===== config.mk =====
export PLATFORM = sky130hd
export DESIGN_NAME = lidar_point_packet_parser_unit
export DESIGN_NICKNAME = d
export VERILOG_FILES = /design/src/sv/lpp_pkg.sv /design/src/sv/lidar_point_packet_parser_unit.sv /design/src/sv/lpp_front.sv /design/src/sv/lpp_queue.sv /design/src/sv/lpp_back.sv
export VERILOG_INCLUDE_DIRS = /design/src /design/src/sv
export SDC_FILE = /design/constraint.sdc
export NUM_CORES = 2
export LEC_CHECK = 0
export BUFFER_PORTS_ARGS = -buffer_cell sky130_fd_sc_hd__clkbuf_2
export CORE_ASPECT_RATIO = 0.7
export CORE_MARGIN = 5
export CORE_UTILIZATION = 57
export CTS_BUF_LIST = sky130_fd_sc_hd__clkbuf_16
export DETAILED_ROUTE_END_ITERATION = 12
export PLACE_DENSITY_LB_ADDON = 0.12
export SLEW_MARGIN = 20
export SYNTH_ARGS = -nofsm -noshare
export SYNTH_HDL_FRONTEND = slang
export SYNTH_HIERARCHICAL = 1
export SYNTH_SLANG_ARGS = --single-unit

===== constraint.sdc =====
create_clock -name clk -period 9.17 [get_ports clk]
set_clock_uncertainty 0.05 [all_clocks]
set_input_delay 0.4585 -clock clk [delete_from_list [all_inputs] [get_ports clk]]
set_output_delay 0.4585 -clock clk [all_outputs]
set_load 0.05 [all_outputs]

===== src/sv/assert_macros.svh =====
// Assertion helper macros used by the record queue.
`ifndef ASSERT_MACROS_SVH
`define ASSERT_MACROS_SVH

// Implication checked at every rising edge outside reset.
`define LPP_ASSERT_IMPL(label, ante, cons, msg) \
  label: assert property (@(posedge clk) disable iff (!rst_n) (ante) |-> (cons)) \
    else $error(msg);

// Next-cycle implication checked outside reset.
`define LPP_ASSERT_NEXT(label, ante, cons, msg) \
  label: assert property (@(posedge clk) disable iff (!rst_n) (ante) |=> (cons)) \
    else $error(msg);

`endif


===== src/sv/lpp_pkg.sv =====
// ----------------------------------------------------------------------------
// Lidar point packet parser package
// Shared constants, result codes and the queue record type.
// ----------------------------------------------------------------------------
package lpp_pkg;

  localparam int GroupsPerPacket = 8;
  localparam int PointsPerGroup  = 16;
  localparam int PacketBytes     = 1024;

  localparam int GroupBytes  = 4 + 4 * PointsPerGroup;
  localparam int RegionBytes = GroupBytes * GroupsPerPacket;
  localparam int PosW        = 12;
  localparam int OffW        = $clog2(GroupBytes + 1);
  localparam logic [PosW-1:0] PosMax      = 12'hFFF;
  localparam logic [10:0]     CountMax    = 11'h7FF;
  localparam logic [PosW-1:0] RegionEnd   = PosW'(RegionBytes);
  localparam logic [PosW-1:0] TrailBase   = PosW'(PacketBytes - 8);
  localparam logic [PosW-1:0] PktLen      = PosW'(PacketBytes);
  localparam logic [OffW-1:0] GroupBytesC = OffW'(GroupBytes);

  // Result kinds.
  typedef enum logic [1:0] {
    KIND_POINT = 2'd0,
    KIND_DONE  = 2'd1,
    KIND_HDR   = 2'd2,
    KIND_SHORT = 2'd3
  } kind_t;

  // Record passed from the front to the back stage.
  typedef struct packed {
    logic        is_close;
    kind_t       kind;
    logic [15:0] angle;
    logic [15:0] distance;
    logic [7:0]  intensity;
    logic [1:0]  flags;
    logic        sync;
    logic        inval;
    logic        fmt;
    logic        full_len;
    logic        long_len;
    logic [31:0] stamp_hi;
    logic [31:0] stamp_lo;
    logic [7:0]  idx_byte;
    logic [10:0] count;
  } rec_t;

endpackage


===== src/sv/lidar_point_packet_parser_unit.sv =====
// ----------------------------------------------------------------------------
// Lidar point packet parser
// Parses packet bytes into point results and one closing result per packet.
// ----------------------------------------------------------------------------
// Takes one byte per cycle with no gaps needed while in_stall is low: the front
// end decodes each byte into its record register, and a two-entry queue
// decouples it from a three-stage back end whose two registered multiplies form
// the timestamp; a result passes the queue, stages 1 and 2 and the output
// register. A downstream stall fills the back end and queue before the input is stalled.
module lidar_point_packet_parser_unit (
  input  logic        clk,
  input  logic        rst_n,
  input  logic        cfg_wr_en,
  input  logic [0:0]  cfg_index,
  input  logic [15:0] cfg_data,
  input  logic        in_valid,
  output logic        in_stall,
  input  logic [7:0]  in_data_byte,
  input  logic        in_end_of_packet,
  output logic        out_valid,
  input  logic        out_stall,
  output logic [1:0]  out_kind,
  output logic [15:0] out_angle_hundredths,
  output logic [15:0] out_distance,
  output logic [7:0]  out_intensity,
  output logic [1:0]  out_flag_bits,
  output logic        out_sync_mark,
  output logic        out_invalid_mark,
  output logic [63:0] out_time_stamp,
  output logic [7:0]  out_packet_index,
  output logic        out_packet_lost,
  output logic [10:0] out_point_count
);

  logic f_v, f_s, q_v, q_s;
  lpp_pkg::rec_t f_rec, q_rec;

  lpp_front u_front (
    .clk, .rst_n, .cfg_wr_en, .cfg_index, .cfg_data,
    .in_valid, .in_data_byte, .in_end_of_packet, .in_stall,
    .rec_valid(f_v), .rec(f_rec), .rec_stall(f_s)
  );

  lpp_queue u_queue (
    .clk, .rst_n, .wr_valid(f_v), .wr_rec(f_rec), .wr_stall(f_s),
    .rd_valid(q_v), .rd_rec(q_rec), .rd_stall(q_s)
  );

  lpp_back u_back (
    .clk, .rst_n, .rec_valid(q_v), .rec(q_rec), .rec_stall(q_s),
    .out_valid, .out_stall, .out_kind, .out_angle_hundredths, .out_distance,
    .out_intensity, .out_flag_bits, .out_sync_mark, .out_invalid_mark,
    .out_time_stamp, .out_packet_index, .out_packet_lost, .out_point_count
  );

endmodule


===== src/sv/lpp_front.sv =====
// ----------------------------------------------------------------------------
// Lidar parser front end
// Tracks the byte position, assembles fields and forms point and close records.
// ----------------------------------------------------------------------------
module lpp_front (
  input  logic               clk,
  input  logic               rst_n,
  input  logic               cfg_wr_en,
  input  logic [0:0]         cfg_index,
  input  logic [15:0]        cfg_data,
  input  logic               in_valid,
  input  logic [7:0]         in_data_byte,
  input  logic               in_end_of_packet,
  output logic               in_stall,
  output logic               rec_valid,
  output lpp_pkg::rec_t      rec,
  input  logic               rec_stall
);

  localparam logic [0:0] RegHeader = 1'b0;

  logic [15:0] header_r;
  logic        fmt_r;
  logic [lpp_pkg::PosW-1:0] pos_r, pos_nxt;
  logic [lpp_pkg::OffW-1:0] off_r, off_nxt;
  logic [15:0] angle_r, angle_nxt, prev_r, prev_nxt;
  logic [15:0] fa_r, fa_nxt, si_r, si_nxt;
  logic [31:0] sa_r, sa_nxt, ts_r, ts_nxt;
  logic [7:0]  ib_r, ib_nxt;
  logic [10:0] cnt_r, cnt_nxt;
  logic [1:0]  sf_r, sf_nxt;
  logic        rv_r, rv_nxt;
  lpp_pkg::rec_t rec_r, rec_nxt;
  logic        acc;
  logic [15:0] asm16, new_ang;
  logic [1:0]  k;
  logic [lpp_pkg::PosW:0] len;
  logic        in_point;

  assign in_stall  = rv_r && rec_stall;
  assign acc       = in_valid && !in_stall;
  assign rec_valid = rv_r;
  assign rec       = rec_r;

  // Configuration registers.
  always_ff @(posedge clk) begin
    if (!rst_n) begin
      header_r <= '0;
      fmt_r    <= 1'b1;
    end else if (cfg_wr_en) begin
      if (cfg_index == RegHeader) header_r <= cfg_data;
      else fmt_r <= cfg_data[0];
    end
  end

  // Per-byte decode.
  always_comb begin
    pos_nxt = pos_r; off_nxt = off_r; angle_nxt = angle_r; prev_nxt = prev_r;
    fa_nxt = fa_r; si_nxt = si_r; sa_nxt = sa_r; ts_nxt = ts_r; ib_nxt = ib_r;
    cnt_nxt = cnt_r; sf_nxt = sf_r; rv_nxt = rv_r && rec_stall; rec_nxt = rec_r;
    asm16 = {fa_r[7:0], in_data_byte};
    k = 2'(off_r - lpp_pkg::OffW'(4));
    new_ang = angle_r + {10'd0, si_r[13:8]};
    len = {1'b0, pos_r} + 1'b1;
    in_point = 1'b0;
    if (acc) begin
      // Trailer capture at fixed positions.
      if (pos_r >= lpp_pkg::TrailBase && pos_r < lpp_pkg::TrailBase + 4)
        sa_nxt = {sa_r[23:0], in_data_byte};
      else if (pos_r >= lpp_pkg::TrailBase + 4 && pos_r < lpp_pkg::TrailBase + 8)
        ts_nxt = {ts_r[23:0], in_data_byte};
      else if (pos_r == lpp_pkg::TrailBase + 8)
        ib_nxt = in_data_byte;
      // Group and point region.
      if (!in_end_of_packet && sf_r == 2'b00 && pos_r < lpp_pkg::RegionEnd) begin
        if (off_r == 0 || off_r == 2) fa_nxt = {8'd0, in_data_byte};
        else if (off_r == 1) begin
          fa_nxt = asm16;
          if (asm16 != header_r) sf_nxt[1] = 1'b1;
        end else if (off_r == 3) begin
          fa_nxt = asm16; angle_nxt = asm16;
        end else begin
          case (k)
            2'd0: si_nxt = {in_data_byte, 8'd0};
            2'd1: si_nxt = {si_r[15:8], in_data_byte};
            2'd2: fa_nxt = {8'd0, in_data_byte};
            default: begin
              fa_nxt = asm16;
              in_point = 1'b1;
            end
          endcase
        end
      end
      if (pos_r < lpp_pkg::RegionEnd)
        off_nxt = (off_r == lpp_pkg::GroupBytesC - 1'b1) ? '0 : off_r + 1'b1;
      if (pos_r < lpp_pkg::PosMax) pos_nxt = pos_r + 1'b1;
      if (in_point) begin
        angle_nxt = new_ang;
        prev_nxt  = new_ang;
        rec_nxt = '0;
        rec_nxt.kind      = lpp_pkg::KIND_POINT;
        rec_nxt.angle     = new_ang;
        rec_nxt.distance  = asm16;
        rec_nxt.intensity = si_r[7:0];
        rec_nxt.flags     = si_r[15:14];
        rec_nxt.sync      = ($signed({1'b0, prev_r}) - $signed({1'b0, new_ang})) > 17'sd100;
        rec_nxt.inval     = si_r == 16'd0 && (asm16 == 16'd0 || asm16 == 16'hFFFF);
        rv_nxt = 1'b1;
        if (cnt_r < lpp_pkg::CountMax) cnt_nxt = cnt_r + 1'b1;
        if (rec_nxt.inval) sf_nxt[0] = 1'b1;
      end
      // Packet close.
      if (in_end_of_packet) begin
        rec_nxt = '0;
        rec_nxt.is_close = 1'b1;
        rec_nxt.kind     = sf_r[1] ? lpp_pkg::KIND_HDR : lpp_pkg::KIND_DONE;
        rec_nxt.fmt      = fmt_r;
        rec_nxt.full_len = len >= lpp_pkg::PktLen;
        rec_nxt.long_len = len > lpp_pkg::PktLen;
        rec_nxt.stamp_hi = sa_nxt;
        rec_nxt.stamp_lo = ts_nxt;
        rec_nxt.idx_byte = ib_nxt;
        rec_nxt.count    = cnt_r;
        rv_nxt = 1'b1;
        pos_nxt = '0; off_nxt = '0; fa_nxt = '0; si_nxt = '0; sa_nxt = '0;
        ts_nxt = '0; ib_nxt = '0; cnt_nxt = '0; sf_nxt = '0;
      end
    end
  end

  always_ff @(posedge clk) begin
    if (!rst_n) begin
      pos_r <= '0; off_r <= '0; angle_r <= '0; prev_r <= '0; fa_r <= '0;
      si_r <= '0; sa_r <= '0; ts_r <= '0; ib_r <= '0; cnt_r <= '0;
      sf_r <= '0; rv_r <= 1'b0;
    end else begin
      pos_r <= pos_nxt; off_r <= off_nxt; angle_r <= angle_nxt; prev_r <= prev_nxt;
      fa_r <= fa_nxt; si_r <= si_nxt; sa_r <= sa_nxt; ts_r <= ts_nxt;
      ib_r <= ib_nxt; cnt_r <= cnt_nxt; sf_r <= sf_nxt; rv_r <= rv_nxt;
    end
    rec_r <= rec_nxt;
  end

endmodule


===== src/sv/lpp_queue.sv =====
// ----------------------------------------------------------------------------
// Lidar parser record queue
// Two-entry queue between the front and back stages.
// ----------------------------------------------------------------------------
`include "assert_macros.svh"
module lpp_queue (
  input  logic          clk,
  input  logic          rst_n,
  input  logic          wr_valid,
  input  lpp_pkg::rec_t wr_rec,
  output logic          wr_stall,
  output logic          rd_valid,
  output lpp_pkg::rec_t rd_rec,
  input  logic          rd_stall
);

  lpp_pkg::rec_t mem_r [2];
  logic       wp_r, wp_nxt, rp_r, rp_nxt;
  logic [1:0] cnt_r, cnt_nxt;
  logic       push, pop;

  assign wr_stall = cnt_r == 2'd2;
  assign rd_valid = cnt_r != 2'd0;
  assign rd_rec   = mem_r[rp_r];
  assign push = wr_valid && !wr_stall;
  assign pop  = rd_valid && !rd_stall;

  // Pointer and fill update.
  always_comb begin
    wp_nxt  = push ? !wp_r : wp_r;
    rp_nxt  = pop ? !rp_r : rp_r;
    cnt_nxt = cnt_r + {1'b0, push} - {1'b0, pop};
  end

  always_ff @(posedge clk) begin
    if (!rst_n) begin
      wp_r <= 1'b0; rp_r <= 1'b0; cnt_r <= '0;
    end else begin
      wp_r <= wp_nxt; rp_r <= rp_nxt; cnt_r <= cnt_nxt;
    end
    if (push) mem_r[wp_r] <= wr_rec;
  end

  `LPP_ASSERT_IMPL(a_fill_max, 1'b1, cnt_r <= 2'd2, "queue fill above two")
  `LPP_ASSERT_IMPL(a_ptr_fill, cnt_r == 2'd0 || cnt_r == 2'd2, wp_r == rp_r, "pointers disagree with fill")
  `LPP_ASSERT_NEXT(a_full_hold, wr_stall && rd_stall, $stable(cnt_r), "full queue changed without pop")

endmodule


===== src/sv/lpp_back.sv =====
// ----------------------------------------------------------------------------
// Lidar parser back end
// Builds the trailer fields and packet loss check, holds the output register.
// ----------------------------------------------------------------------------
module lpp_back (
  input  logic          clk,
  input  logic          rst_n,
  input  logic          rec_valid,
  input  lpp_pkg::rec_t rec,
  output logic          rec_stall,
  output logic          out_valid,
  input  logic          out_stall,
  output logic [1:0]    out_kind,
  output logic [15:0]   out_angle_hundredths,
  output logic [15:0]   out_distance,
  output logic [7:0]    out_intensity,
  output logic [1:0]    out_flag_bits,
  output logic          out_sync_mark,
  output logic          out_invalid_mark,
  output logic [63:0]   out_time_stamp,
  output logic [7:0]    out_packet_index,
  output logic          out_packet_lost,
  output logic [10:0]   out_point_count
);

  // Stage 1 registers: multiply seconds by 1000.
  logic        s1_v_r;
  lpp_pkg::rec_t s1_rec_r;
  logic [41:0] ms_r;
  // Stage 2: add ms then multiply by 1e6, split into a 32x20 low and an 11x20 high product.
  logic        s2_v_r;
  lpp_pkg::rec_t s2_rec_r;
  logic [51:0] p_lo_r, p_hi_r;
  logic [42:0] sum;
  // Output register.
  logic        ov_r;
  logic [1:0]  kind_r;
  logic [15:0] ang_r, dist_r;
  logic [7:0]  int_r, idx_r, pidx_r, pidx_nxt;
  logic [1:0]  flg_r;
  logic        syn_r, inv_r, lost_r;
  logic [63:0] ts_r;
  logic [10:0] cnt_r;
  logic        adv, s1_adv, s2_adv;
  logic [63:0] stamp;
  logic [7:0]  idx;
  logic [8:0]  dif;
  logic        lost;

  assign adv    = !(ov_r && out_stall);
  assign s2_adv = adv;
  assign s1_adv = !s2_v_r || s2_adv;
  assign rec_stall = s1_v_r && !s1_adv;

  assign sum = {1'b0, ms_r} + {11'd0, s1_rec_r.stamp_lo};

  always_ff @(posedge clk) begin
    if (!rst_n) begin
      s1_v_r <= 1'b0; s2_v_r <= 1'b0; ov_r <= 1'b0; pidx_r <= '0;
    end else begin
      if (!rec_stall) s1_v_r <= rec_valid;
      if (s1_adv) s2_v_r <= s1_v_r;
      if (adv) ov_r <= s2_v_r;
      pidx_r <= pidx_nxt;
    end
    if (!rec_stall && rec_valid) begin
      s1_rec_r <= rec;
      ms_r     <= {10'd0, rec.stamp_hi} * 42'd1000;
    end
    if (s1_adv && s1_v_r) begin
      s2_rec_r <= s1_rec_r;
      p_lo_r   <= {20'd0, sum[31:0]} * 52'd1000000;
      p_hi_r   <= {41'd0, sum[42:32]} * 52'd1000000;
    end
    if (adv && s2_v_r) begin
      kind_r <= (s2_rec_r.is_close && !s2_rec_r.full_len) ? lpp_pkg::KIND_SHORT
                                                          : s2_rec_r.kind;
      ang_r <= s2_rec_r.angle; dist_r <= s2_rec_r.distance;
      int_r <= s2_rec_r.intensity; flg_r <= s2_rec_r.flags; syn_r <= s2_rec_r.sync;
      inv_r <= s2_rec_r.inval; cnt_r <= s2_rec_r.count;
      ts_r <= stamp; idx_r <= idx; lost_r <= lost;
    end
  end

  // Trailer decode and loss check on close records.
  always_comb begin
    stamp = '0; idx = '0; pidx_nxt = pidx_r;
    if (s2_rec_r.fmt) begin
      stamp = {32'd0, s2_rec_r.stamp_hi};
      idx   = s2_rec_r.stamp_lo[31:24];
    end else if (s2_rec_r.long_len) begin
      stamp = {12'd0, p_lo_r} + {p_hi_r[31:0], 32'd0};
      idx   = {4'd0, s2_rec_r.idx_byte[3:0]};
    end
    dif  = {1'b0, idx} - {1'b0, pidx_r};
    lost = idx != 0 && pidx_r != 0 && dif != 9'd0 && dif != 9'd1 && dif != 9'h1FF;
    if (!s2_rec_r.is_close || !s2_rec_r.full_len) begin
      stamp = '0; idx = '0; lost = 1'b0;
    end
    if (adv && s2_v_r && s2_rec_r.is_close && s2_rec_r.full_len) pidx_nxt = idx;
  end

  assign out_valid = ov_r;
  assign out_kind = kind_r;
  assign out_angle_hundredths = ang_r;
  assign out_distance = dist_r;
  assign out_intensity = int_r;
  assign out_flag_bits = flg_r;
  assign out_sync_mark = syn_r;
  assign out_invalid_mark = inv_r;
  assign out_time_stamp = ts_r;
  assign out_packet_index = idx_r;
  assign out_packet_lost = lost_r;
  assign out_point_count = cnt_r;

endmodule

**Word-level counts from Yosys, hierarchy flattened**

Memories as Yosys holds them, arrays and structs flattened. A register that Yosys moved wholly into a read port is not among the register bits.
Index checks and enable logic that the tools add are counted.

- Flip-flop bits (word level): 824
- RAM bits: 266
- Bits of input ports: 31
- Memories kept: 1

Memory list:

| name | words | width | read ports | clocked after memory_dff | wr ports | line | source |
|---|---|---|---|---|---|---|---|
| u_queue.mem_r | 2 | 133 | 1 | 1 | 1 | lpp_queue.sv:17 | `lpp_pkg::rec_t mem_r [2];` |

- Add/sub/neg operators: 12
- $mul: 3
- Magnitude comparators: 10
- Eq/ne operators: 19
- Multiplexer cells: 62
- Bitwise gates (word level): 2
- Reductions and logical operators: 72

Operators by type and width:

| cell | count |
|---|---|
| 32-bit 2-to-1 mux | 7 |
| 16-bit 2-to-1 mux | 10 |
| 133-bit 2-to-1 mux | 1 |
| 132-bit 2-to-1 mux | 1 |
| 8-bit 2-to-1 mux | 11 |
| 52-bit by 63-bit adder with 64-bit output | 1 |
| 32-bit by 14-bit multiplier with 46-bit output, second input constant | 1 |
| 42-bit by 32-bit adder with 43-bit output | 1 |
| 32-bit by 7-bit multiplier with 39-bit output, second input constant | 1 |
| 11-bit 2-to-1 mux | 3 |
| 16-bit logical NOT | 2 |
| 16-bit one-hot mux with 2 select lines | 1 |
| 11-bit by 14-bit multiplier with 25-bit output, second input constant | 1 |
| 12-bit by 10-bit >= comparator with 1-bit output, second input constant | 2 |
| 12-bit by 10-bit less-than comparator with 1-bit output, second input constant | 2 |
| 12-bit 2-to-1 mux | 2 |
| 2-bit nonzero test | 12 |
| 7-bit 2-to-1 mux | 3 |
| 1-bit logical AND | 20 |
| 1-bit 2-to-1 mux | 19 |
| 17-bit by 8-bit > comparator with 1-bit output, second input constant | 1 |
| 16-bit by 16-bit subtractor with 17-bit output | 1 |
| 16-bit by 6-bit adder with 16-bit output | 1 |
| 16-bit == test, second input constant | 1 |
| other kinds (42) | 75 |

**Logic depth before layout (Yosys ltp)**

- Depth in word-level cells: 12
- Depth in mapped cells: 31
- Gate-level depth less buffers: 30

**Hierarchy**

The synthesis kept the hierarchy.

By module, submodules not included:

| module | instances | cells each | area each (µm²) |
|---|---|---|---|
| lpp_back | 1 | 2569 | 32771.4 |
| lpp_front | 1 | 1537 | 14455.1 |
| lpp_queue | 1 | 441 | 10133.5 |

**Worst setup path before layout**

OpenSTA, ideal clock, no wires.

- Path kind: reg2reg
- Start point: register u_back.ov_r (netlist: u_back/out_valid)
- End point: register u_back.p_hi_r[10] (enable)
- Library setup time: 0.736 ns
- Arrival: 8.543 ns
- Required time: 8.384 ns
- Setup slack: -0.159 ns
- Cell stages (with the launch flop): 3
- Clock period less this slack: 9.329 ns
- Cells stage by stage: dfxtp_1 -> and3_1 -> nor2b_1

- Longest elaborated chain between the ends: 4

RTL lines:

| item | line | source |
|---|---|---|
| start: declaration | lpp_back.sv:36 | `logic ov_r;` |
| start signal: assignment | lpp_back.sv:63 | `if (adv) ov_r <= s2_v_r;` |
| 1-bit logical AND | lpp_back.sv:50 | `assign adv = !(ov_r && out_stall);` |
| 1-bit logical NOT | lpp_back.sv:50 |  |
| 1-bit logical OR | lpp_back.sv:52 | `assign s1_adv = !s2_v_r \|\| s2_adv;` |
| 1-bit logical AND | lpp_back.sv:70 | `if (s1_adv && s1_v_r) begin` |
| end signal: assignment | lpp_back.sv:73 | `p_hi_r <= {41'd0, sum[42:32]} * 52'd1000000;` |
| end: declaration | lpp_back.sv:33 | `logic [51:0] p_lo_r, p_hi_r;` |

No other way between the ends.
A chain may end at the register's enable or synchronous reset.

==> results.cfg <==
[outcome]
outcome = complete, no violations

[timing]
tightest_slew_ns = 1.178
rsz0062_at_grt = false
finalMaxSlewViolations = 0
max_freq_ghz = 0.1236
setup_viol = 0
fin_ws_ns = 1.079
post-route-period-util = 0.8823
slew_headroom = 0.2129
fin_crit_ns = 8.091
hold_viol = 0
tns_ns = 0

[worst_setup_path]
start_kind = flip-flop
cp_data_required_time_ns = 9.62
end_kind = flip-flop
rr_startpoint = u_back/s1_rec_r[51]$_DFFE_PP_
worstPathArrival_ns = 8.54
cpPeakStageDelay_ns = 0.66
path_max_fanout = 6
reg2reg_to = u_back/p_lo_r[48]$_DFFE_PP_
worstSetupPathType = reg2reg
rr_worst_depth = 27
rrSetupSlack_ns = 1.08
cp_slowest_cell = xnor2_1
critPathMostFrequentCell = inv_1

[cts]
path_clk_slew_ns = 0.07
clk_path_buf_depth = 3
cts_buffers = 100
cts_resized = 0
cts_tree = done
clock_sinks = 1049
root_buffer = clkbuf_16
h-tree-depth = 3
worstSkewPairLatency_ns = 0.72

[global_routing]
grt_first_pass_wirelength_um = 196700
grt_pass1_vias = 33760
antenna_found_initial = 5
grt_max_degree = 120
grt.overflow.total = 0
grt_usage = 0.2362

[floorplanning]
fp.dieW_um = 387.2
die_height_um = 274.0
start_util = 0.5770
core_um2 = 98370
io_pins = 163
rows = 96
dieArea_um2 = 106100

[place]
post-place-ws_ns = 1.051
place.gp.congestion = 0.9220
port_buffers = 162
dp_hpwl_um = 89020
post-place-cells = 5876

[final_layout]
nets = 5379
area_delta_synth_final_pct = 10.16
regArea_um2 = 29600
drive_gt1_frac = 0.1170
final_util = 0.6356
final_cells = 6087
num-fill-cells = 7568
multi_input_area_um2 = 25090

[min_path]
whs_endpoint = u_front/fmt_r$_SDFFE_PN1P_
holdCritPathClass = in2reg
whs_path_depth = 4
min_from = cfg_wr_en

[detailed_routing]
drtIter0Drc = 3260
avgViaCountPerCell = 5.729
remaining_drc_errors = 0
wire_per_inst_um = 20.42
wl_um = 124300
drtPass1Iterations = 6
drtAntennaViolNets = 0
dr_total_vias = 34870

[synth]
synth_nets = 5216
netlist_instances = 4511
yosys_warnings = 6
syn_area_per_cell_um2 = 12.58
syn_area_um2 = 56760

[job]
maxCapViolations = 0
-- area by class of cell --
type,instances,area share
well taps,1323,0.02647
clock inverters,90,0.01451
inverters,380,0.02293
clock buffers,100,0.04002
flip-flops and latches,1049,0.4734
multi-input cells,2921,0.4012
diodes,2,0.00008004
repair buffers,222,0.02137
-- sequential cells by signal, indices dropped and copies added (netlist names), 11 cells and up, named ones only --
signal / cells
u_back/ms_r: 37
u_back/out_angle_hundredths: 16
u_back/out_distance: 16
u_back/out_point_count: 11
u_back/out_time_stamp: 64
u_back/p_hi_r: 25
u_back/p_lo_r: 43
u_back/s1_rec_r: 129
u_back/s2_rec_r: 108
u_front/angle_r: 16
u_front/cnt_r: 11
u_front/header_r: 16
u_front/pos_r: 12
u_front/prev_r: 16
u_front/rec: 129
u_front/sa_r: 32
u_front/si_r: 16
u_front/ts_r: 32
u_queue/mem_r: 258
-- critical path, delay by kind of cell (launching register included) --
kind | cells | cell delay (ns)
AO/OA/AOI/OAI | 7 | 1.61
adder cells (fa/ha/maj) | 9 | 3.66
flip-flops | 1 | 0.35
AND/OR/NAND/NOR | 3 | 0.79
XOR/XNOR | 2 | 0.86
buffers and inverters | 6 | 0.57
-- placed cells by master, fill, tap and decap left out, drive strengths merged, types with 60 or more instances in the layout --
| master | count |
|---|---|
| edfxtp | 859 |
| inv | 409 |
| ha | 392 |
| nand2 | 346 |
| fa | 282 |
| nor2 | 282 |
| clkbuf | 261 |
| a21oi | 215 |
| dfxtp | 190 |
| mux2 | 130 |
| xnor2 | 121 |
| o21ai | 107 |
| xor2 | 100 |
| nand3 | 82 |
| a22oi | 80 |
| a21o | 77 |
| a21boi | 71 |
| nor2b | 66 |
| and2 | 60 |
-- stage by stage --
step	instance area, um^2	hold slack, ns
floorplan	56770	0.3503
global placement	58920	0.3514
detailed placement	58920	0.3545
CTS	62520	0.002071
global route	62530	0.02033
finish	62530	0.02792
-- worst max path at each step --
stage | start | endpoint | slack [ns] | cells after the start
2_1_floorplan | u_back/out_valid$_SDFFE_PN0N_ | u_back/ms_r[10]$_DFFE_PP_ | 0.12 | 3
3_3_place_gp | u_back/s1_rec_r[51]$_DFFE_PP_ | u_back/p_lo_r[50]$_DFFE_PP_ | 1.27 | 28
3_5_place_dp | u_back/s1_rec_r[51]$_DFFE_PP_ | u_back/p_lo_r[48]$_DFFE_PP_ | 1.05 | 27
4_1_cts | u_back/s1_rec_r[51]$_DFFE_PP_ | u_back/p_lo_r[48]$_DFFE_PP_ | 1.07 | 27
5_1_grt | u_back/s1_rec_r[51]$_DFFE_PP_ | u_back/p_lo_r[48]$_DFFE_PP_ | 0.37 | 27
6_report | u_back/s1_rec_r[51]$_DFFE_PP_ | u_back/p_lo_r[48]$_DFFE_PP_ | 1.08 | 27
-- per-layer routing --
metal / wire length [um] / global-route usage / part of all wire
met1: 62210 / 0.3840 / 0.50
met2: 51300 / 0.3342 / 0.41
met3: 9035 / 0.04463 / 0.073
met4: 1746 / 0.03892 / 0.014
met5: 0 / 0 / 0
-- repair_timing --
item	4_1_cts	5_1_grt
hold buffers	19	0
hold endpoints to repair	18	0
setup buffers	0	0
Power is not shown: default switching activity piles up to over one toggle a cycle in this logic, so the estimate is an artifact.
